`src/rtl/core/bsfr_pkg.sv`:
```
`timescale 1ns / 1ps

package bsfr_pkg;

    // stuffing codes
    localparam logic [7:0] ESC_BYTE   = 8'h61;
    localparam logic [7:0] END_BYTE   = 8'h62;
    localparam logic [7:0] START_BYTE = 8'h63;

    // field widths
    localparam int BYTE_W = 8;
    localparam int LEN_W  = 7;
    localparam int OUT_W  = 16;

    // command queue between front and back
    localparam int QDEPTH = 4;
    localparam int QPTR_W = 2;
    localparam int QCNT_W = 3;

    typedef enum logic [1:0] {
        CMD_STORE,
        CMD_START,
        CMD_END
    } cmd_kind_t;

    typedef struct packed {
        cmd_kind_t         kind;
        logic [BYTE_W-1:0] data;
    } cmd_t;

    typedef enum logic [1:0] {
        BK_CMD,
        BK_RD,
        BK_OUT
    } back_state_t;

endpackage

```
`src/rtl/core/byte_stuffed_frame_receiver.sv`:
```
`timescale 1ns / 1ps

// Byte-stuffed frame receiver.
// Slave channel s_*: one raw serial byte per word. Escape 'a' then 'c' opens
// a frame, 'a' 'b' closes it, 'a' 'a' is a literal 'a', 'a' plus any other
// byte keeps that byte. Bytes outside a frame are dropped.
// Master channel m_*: when a non-empty frame closes, its payload comes out
// one byte per word with length and overflow flag; m_tlast marks the final
// byte. Frames longer than DEPTH-1 keep overwriting the last slot and are
// flagged as overflowed.
// The front end unstuffs each word in its accept cycle and queues a command
// in a 4-entry queue; the back end drains one command per cycle while it is
// not emitting a frame. Throughput: one input word per cycle while the queue
// has room. A closing frame holds the back end while, for each byte, it reads
// the frame store (BK_RD) and then loads the output register (BK_OUT), since
// the store read is registered; BK_OUT waits while m_* is stalled.
// If m_tready stays low the back end stops, the queue fills, and s_tready
// drops once it is full. Reset (aresetn low, synchronous) empties
// the queue, closes any open frame and clears m_tvalid; the store needs no
// clearing.

module byte_stuffed_frame_receiver import bsfr_pkg::*; #(
    parameter int DEPTH = 64
) (
    input  logic              aclk,
    input  logic              aresetn,
    input  logic              s_tvalid,
    output logic              s_tready,
    input  logic [BYTE_W-1:0] s_tdata,   // [7:0] rx_byte
    output logic              m_tvalid,
    input  logic              m_tready,
    output logic [OUT_W-1:0]  m_tdata,   // [7:0] frame_byte, [14:8] frame_length, [15] overflowed
    output logic              m_tlast    // last_byte
);

    logic push_valid, push_ready, pop_valid, pop_ready;
    cmd_t push_cmd, pop_cmd;

    bsfr_front u_front (
        .aclk      (aclk),
        .aresetn   (aresetn),
        .s_tvalid  (s_tvalid),
        .s_tready  (s_tready),
        .s_tdata   (s_tdata),
        .push_valid(push_valid),
        .push_ready(push_ready),
        .push_cmd  (push_cmd)
    );

    bsfr_cmd_fifo u_queue (
        .aclk      (aclk),
        .aresetn   (aresetn),
        .push_valid(push_valid),
        .push_ready(push_ready),
        .push_cmd  (push_cmd),
        .pop_valid (pop_valid),
        .pop_ready (pop_ready),
        .pop_cmd   (pop_cmd)
    );

    bsfr_back #(
        .DEPTH(DEPTH)
    ) u_back (
        .aclk     (aclk),
        .aresetn  (aresetn),
        .pop_valid(pop_valid),
        .pop_ready(pop_ready),
        .pop_cmd  (pop_cmd),
        .m_tvalid (m_tvalid),
        .m_tready (m_tready),
        .m_tdata  (m_tdata),
        .m_tlast  (m_tlast)
    );

endmodule

```
`src/rtl/core/bsfr_ram.sv`:
```
`timescale 1ns / 1ps

module bsfr_ram #(
    parameter int WIDTH = 8,
    parameter int DEPTH = 64
) (
    input  logic                     aclk,
    input  logic                     we,
    input  logic [$clog2(DEPTH)-1:0] waddr,
    input  logic [WIDTH-1:0]         wdata,
    input  logic                     re,
    input  logic [$clog2(DEPTH)-1:0] raddr,
    output logic [WIDTH-1:0]         rdata
);

    logic [WIDTH-1:0] mem [DEPTH];
    logic [WIDTH-1:0] rdata_reg;

    // one write port, one registered read port
    always_ff @(posedge aclk) begin
        if (we) begin
            mem[waddr] <= wdata;
        end
        if (re) begin
            rdata_reg <= mem[raddr];
        end
    end

    assign rdata = rdata_reg;

endmodule

```
`src/rtl/core/bsfr_front.sv`:
```
`timescale 1ns / 1ps

module bsfr_front import bsfr_pkg::*; (
    input  logic              aclk,
    input  logic              aresetn,
    input  logic              s_tvalid,
    output logic              s_tready,
    input  logic [BYTE_W-1:0] s_tdata,    // [7:0] rx_byte
    output logic              push_valid,
    input  logic              push_ready,
    output cmd_t              push_cmd
);

    logic in_frame_reg, in_frame_next;
    logic esc_reg, esc_next;
    logic accept;

    assign s_tready = push_ready;
    assign accept   = s_tvalid && push_ready;

    // unstuff and classify one word
    always_comb begin
        in_frame_next = in_frame_reg;
        esc_next      = esc_reg;
        push_valid    = 1'b0;
        push_cmd.kind = CMD_STORE;
        push_cmd.data = s_tdata;
        if (accept) begin
            if (s_tdata == ESC_BYTE) begin
                esc_next = !esc_reg;
                // doubled escape is a literal
                push_valid = esc_reg && in_frame_reg;
            end else if (esc_reg && s_tdata == START_BYTE) begin
                esc_next      = 1'b0;
                in_frame_next = 1'b1;
                push_valid    = 1'b1;
                push_cmd.kind = CMD_START;
            end else if (esc_reg && s_tdata == END_BYTE) begin
                esc_next      = 1'b0;
                in_frame_next = 1'b0;
                // end marker outside a frame is dropped
                push_valid    = in_frame_reg;
                push_cmd.kind = CMD_END;
            end else begin
                esc_next   = 1'b0;
                push_valid = in_frame_reg;
            end
        end
    end

    always_ff @(posedge aclk) begin
        if (!aresetn) begin
            in_frame_reg <= 1'b0;
            esc_reg      <= 1'b0;
        end else begin
            in_frame_reg <= in_frame_next;
            esc_reg      <= esc_next;
        end
    end

endmodule

```
`src/rtl/core/bsfr_cmd_fifo.sv`:
```
`timescale 1ns / 1ps

module bsfr_cmd_fifo import bsfr_pkg::*; (
    input  logic aclk,
    input  logic aresetn,
    input  logic push_valid,
    output logic push_ready,
    input  cmd_t push_cmd,
    output logic pop_valid,
    input  logic pop_ready,
    output cmd_t pop_cmd
);

    cmd_t              entry_reg [QDEPTH];
    logic [QPTR_W-1:0] wr_ptr_reg, rd_ptr_reg;
    logic [QCNT_W-1:0] count_reg, count_next;
    logic              do_push, do_pop;

    assign push_ready = count_reg != QCNT_W'(QDEPTH);
    assign pop_valid  = count_reg != '0;
    assign pop_cmd    = entry_reg[rd_ptr_reg];
    assign do_push    = push_valid && push_ready;
    assign do_pop     = pop_valid && pop_ready;

    always_comb begin
        count_next = count_reg;
        if (do_push && !do_pop) begin
            count_next = count_reg + 1'b1;
        end else if (do_pop && !do_push) begin
            count_next = count_reg - 1'b1;
        end
    end

    // entries
    always_ff @(posedge aclk) begin
        if (do_push) begin
            entry_reg[wr_ptr_reg] <= push_cmd;
        end
    end

    // pointers and fill level
    always_ff @(posedge aclk) begin
        if (!aresetn) begin
            wr_ptr_reg <= '0;
            rd_ptr_reg <= '0;
            count_reg  <= '0;
        end else begin
            if (do_push) begin
                wr_ptr_reg <= wr_ptr_reg + 1'b1;
            end
            if (do_pop) begin
                rd_ptr_reg <= rd_ptr_reg + 1'b1;
            end
            count_reg <= count_next;
        end
    end

endmodule

```
`src/rtl/core/bsfr_back.sv`:
```
`timescale 1ns / 1ps

module bsfr_back import bsfr_pkg::*; #(
    parameter int DEPTH = 64
) (
    input  logic             aclk,
    input  logic             aresetn,
    input  logic             pop_valid,
    output logic             pop_ready,
    input  cmd_t             pop_cmd,
    output logic             m_tvalid,
    input  logic             m_tready,
    output logic [OUT_W-1:0] m_tdata,   // [7:0] frame_byte, [14:8] frame_length, [15] overflowed
    output logic             m_tlast    // last_byte
);

    localparam int AW = $clog2(DEPTH);

    back_state_t       state_reg, state_next;
    logic [AW-1:0]     fill_reg, fill_next;
    logic              ovf_reg, ovf_next;
    logic [AW-1:0]     idx_reg, idx_next;
    logic [AW:0]       fill_inc;
    logic              ram_we, ram_re, load_out, out_free, idx_last;
    logic [BYTE_W-1:0] ram_rdata;

    logic              m_tvalid_reg;
    logic [OUT_W-1:0]  m_tdata_reg;
    logic              m_tlast_reg;

    bsfr_ram #(
        .WIDTH(BYTE_W),
        .DEPTH(DEPTH)
    ) u_store (
        .aclk (aclk),
        .we   (ram_we),
        .waddr(fill_reg),
        .wdata(pop_cmd.data),
        .re   (ram_re),
        .raddr(idx_reg),
        .rdata(ram_rdata)
    );

    assign out_free = !m_tvalid_reg || m_tready;
    assign idx_last = idx_reg == fill_reg - 1'b1;
    assign fill_inc = {1'b0, fill_reg} + 1'b1;

    // next state
    always_comb begin
        state_next = state_reg;
        case (state_reg)
            BK_CMD: begin
                if (pop_valid && pop_cmd.kind == CMD_END && fill_reg != '0) begin
                    state_next = BK_RD;
                end
            end
            BK_RD: begin
                state_next = BK_OUT;
            end
            BK_OUT: begin
                if (out_free) begin
                    state_next = idx_last ? BK_CMD : BK_RD;
                end
            end
            default: begin
                state_next = BK_CMD;
            end
        endcase
    end

    // control outputs and datapath updates
    always_comb begin
        pop_ready = 1'b0;
        ram_we    = 1'b0;
        ram_re    = 1'b0;
        load_out  = 1'b0;
        fill_next = fill_reg;
        ovf_next  = ovf_reg;
        idx_next  = idx_reg;
        case (state_reg)
            BK_CMD: begin
                pop_ready = 1'b1;
                idx_next  = '0;
                if (pop_valid) begin
                    case (pop_cmd.kind)
                        CMD_STORE: begin
                            ram_we = 1'b1;
                            // store full: hold at the last slot
                            if (fill_inc == (AW+1)'(DEPTH)) begin
                                ovf_next = 1'b1;
                            end else begin
                                fill_next = fill_inc[AW-1:0];
                            end
                        end
                        CMD_START: begin
                            fill_next = '0;
                            ovf_next  = 1'b0;
                        end
                        CMD_END: begin
                            // empty frame: nothing to emit
                            if (fill_reg == '0) begin
                                ovf_next = 1'b0;
                            end
                        end
                        default: begin
                        end
                    endcase
                end
            end
            BK_RD: begin
                ram_re = 1'b1;
            end
            BK_OUT: begin
                if (out_free) begin
                    load_out = 1'b1;
                    if (idx_last) begin
                        fill_next = '0;
                        ovf_next  = 1'b0;
                    end else begin
                        idx_next = idx_reg + 1'b1;
                    end
                end
            end
            default: begin
            end
        endcase
    end

    // output word register
    always_ff @(posedge aclk) begin
        if (load_out) begin
            m_tdata_reg <= {ovf_reg, LEN_W'(fill_reg), ram_rdata};
            m_tlast_reg <= idx_last;
        end
    end

    always_ff @(posedge aclk) begin
        if (!aresetn) begin
            state_reg    <= BK_CMD;
            fill_reg     <= '0;
            ovf_reg      <= 1'b0;
            idx_reg      <= '0;
            m_tvalid_reg <= 1'b0;
        end else begin
            state_reg <= state_next;
            fill_reg  <= fill_next;
            ovf_reg   <= ovf_next;
            idx_reg   <= idx_next;
            if (load_out) begin
                m_tvalid_reg <= 1'b1;
            end else if (m_tready) begin
                m_tvalid_reg <= 1'b0;
            end
        end
    end

    assign m_tvalid = m_tvalid_reg;
    assign m_tdata  = m_tdata_reg;
    assign m_tlast  = m_tlast_reg;

endmodule

```
`config.mk`:
```
export PLATFORM = sky130hd
export DESIGN_NAME = byte_stuffed_frame_receiver
export DESIGN_NICKNAME = d
export VERILOG_FILES = /design/src/rtl/core/bsfr_pkg.sv /design/src/rtl/core/byte_stuffed_frame_receiver.sv /design/src/rtl/core/bsfr_ram.sv /design/src/rtl/core/bsfr_front.sv /design/src/rtl/core/bsfr_cmd_fifo.sv /design/src/rtl/core/bsfr_back.sv
export SDC_FILE = /design/constraint.sdc
export NUM_CORES = 1
export LEC_CHECK = 0
export ABC_AREA = 1
export ABC_CLOCK_PERIOD_IN_PS = 5800
export BUFFER_PORTS_ARGS = -buffer_cell sky130_fd_sc_hd__buf_2
export CAP_MARGIN = 0
export CORE_ASPECT_RATIO = 0.6
export CORE_MARGIN = 4
export CORE_UTILIZATION = 49
export CTS_CLUSTER_SIZE = 10
export DETAILED_ROUTE_END_ITERATION = 12
export PLACE_DENSITY = 0.73
export REMOVE_ABC_BUFFERS = 1
export SYNTH_ARGS = -nofsm -noshare
export SYNTH_HDL_FRONTEND = slang
export SYNTH_HIERARCHICAL = 1
export SYNTH_SLANG_ARGS = --single-unit
```
`constraint.sdc`:
```
create_clock -name aclk -period 5.8 [get_ports aclk]
set_input_delay 1.45 -clock aclk [delete_from_list [all_inputs] [get_ports aclk]]
set_output_delay 1.45 -clock aclk [all_outputs]
set_load 0.01 [all_outputs]
```
==> reports/results.ini <==
[floorplan]
dieArea_sq_um=55800
fp.dieW_um=302
rows=64
start_util=0.498
ios=31
fp.dieH_um=185
core_region_area_sq_um=51200

[finish]
antenna_cells=0
final_cell_area_sq_um=27800
drive_gt1_frac=0.0823
nNetsFinal=2265
largest_reg_flops=512
area_delta_synth_final_pct=9.28

[timing]
fin_crit_ps=4450
setup_viol=0
relSlewSlack=0.101
rsz0062_at_grt=false
slew_viol_final=0
worst_pin_slew_ps=1350
hold_viol_final=0
fmaxAchievable_mhz=225
fin_skew_ps=24.8
fin_crit_sh=0.767

[clock_tree]
htree_levels=3
cts_root_buf=clkbuf_16
cts_resized=0
post_cts_buffers=0
hold_buffers=0
cts_made_buffers=70
clock_latency_ps=590
cts_tree=done
cts_buffer_depth=3
clk_pin_slew_ps=50
clock-sinks=603

[logic_synthesis]
ys.warnings.count=6
ys_top_cells_by_area=edfxtp_1 68%, nand2_1 11%, nand3_1 8.9%
yosys.area.top_type=edfxtp_1
synth_cells=2240
netlist-cell-type-count=41
synth_area_per_cell_sq_um=11.4
yosysSeqAreaShare=0.700
synth_flop_cell=edfxtp_1
syn_area_sq_um=25500
synth_top_cells_by_count=723 x nand2_1, 576 x edfxtp_1, 455 x nand3_1
synth_edf_count=576
synth-seq-cells=603
yosys.cell_count.top_type=nand2_1
async_reset_ff_frac=0
synth_top_area_share=0.679

[critical_path]
critical_path.top_delay_family=simple AND/OR/NAND/NOR gates
startpoint_type=flop
crit_slowest_cell=nor2_1
worstPathCellList=inv_1 > o21ai_0 > o22ai_1 > inv_1 > ha_1 > inv_1 > nor2_1 > inv_1 > nor2_1 > buf_4 > nand4_1 > nor2_1
critPathKind=flop to flop
path_buf_inv=5
max_stage_delay_ps=830
crit_path_end_kind=flop
crit_top_cell=inv_1
required_ps=6000
crit_fanout=21
cp_data_arrival_time_ps=4650

[placed_design]
place_congestion=0.897
dp_hpwl_um=37800
place_area_sq_um=25900
io_buffers=29

[job]
drv_cap=0

[worst_hold_path]
hp-class=flop to flop

[global_routing]
grt_max_degree=166
grt_usage=0.230
grt_pass1_vias=16500
grt-ovfl-total=0
grt_first_pass_wirelength_um=96900
antenna_found_initial=1

[route]
viasPerCell=5.84
drc=0
routed_wirelength_um=64000
routedWlPerCell_um=21.7
drtIter0Drc=2732
drtPass1Iterations=6
ant_nets=0
vias=17200

[pwr]
power.density_nw_per_um2=453
power_mw=12.6
ir_drop_mv=0.393
leakagePower_nw=9.95

[status]
outcome=complete, no violations

==> path summary, 6_finish.rpt <==
kind / cells past startpoint / endpoint / slack [ps] / startpoint
setup / recovery: 12 / u_back/u_store/mem[25][4] / 1350 / flop
hold / removal: 0 / u_back/m_tdata[7] / 420 / u_back/u_store/rdata[7]
setup reg to reg: 12 / u_back/u_store/mem[25][4] / 1350 / flop
hold reg to reg: 0 / u_back/m_tdata[7] / 420 / u_back/u_store/rdata[7]
==> layout by cell type (no fill, tap or decap), drive strengths merged <==
cell    count
nand2     732
edfxtp    576
nand3     459
nor2      130
clkbuf     88
inv        76
buf        57
dfxtp      27
o21ai      26
nand4      23
a21oi      15
ha         12
o22ai      10
nor4        8
xor2        4
nor3        4
xnor2       3
clkinv      3
nand3b      2
nor3b       1
o21bai      1
and3        1
conb        1
fa          1
==> routing by layer <==
| layer | vias to the layer above | global-route usage | wire (um) |
|---|---|---|---|
| met4 | 0 | 0.0580 | 1390 |
| li1 | 7759 | - | - |
| met2 | 1169 | 0.325 | 26600 |
| met3 | 136 | 0.0756 | 9040 |
| met5 | - | 0 | 0 |
| met1 | 8181 | 0.345 | 27000 |
==> cell families after synthesis <==
logic type,after synthesis,synth area share
XOR/XNOR,7,0.00241
AND/OR/NAND/NOR,1360,0.232
other,1,0.000147
flip-flops,603,0.700
buffers and inverters,204,0.0471
AO/OA/AOI/OAI,52,0.0115
adder cells (fa/ha/maj),13,0.00668
==> where the power goes <==
| group | internal, mW | switching, mW |
|---|---|---|
| logic | 0.651 | 2.34 |
| clock network | 2.26 | 1.59 |
| registers | 5.62 | 0.172 |
==> layout make-up <==
type	count	area, sq um
Clock inverter	4	50.0
Sequential cell	603	17800
Clock buffer	88	1880
Timing Repair Buffer	57	355
Tap cell	693	867
Multi-Input combinational cell	1433	6560
Fill cell	4148	23300
Inverter	75	288
==> metrics by stage <==
stage                      util  hold WS (ps)  cells  TNS, ps  worst slack [ps]
after floorplan               -           400   2111   -14450             -1710
after global placement    0.506           408   2861        0              1580
after detailed placement  0.506           406   2861        0              1470
after CTS                 0.544           419   2953        0              1460
after global routing      0.544           426   2953        0              1100
final                     0.544           416   2953        0              1350
No activity file was read; power rests on OpenSTA's default activity.
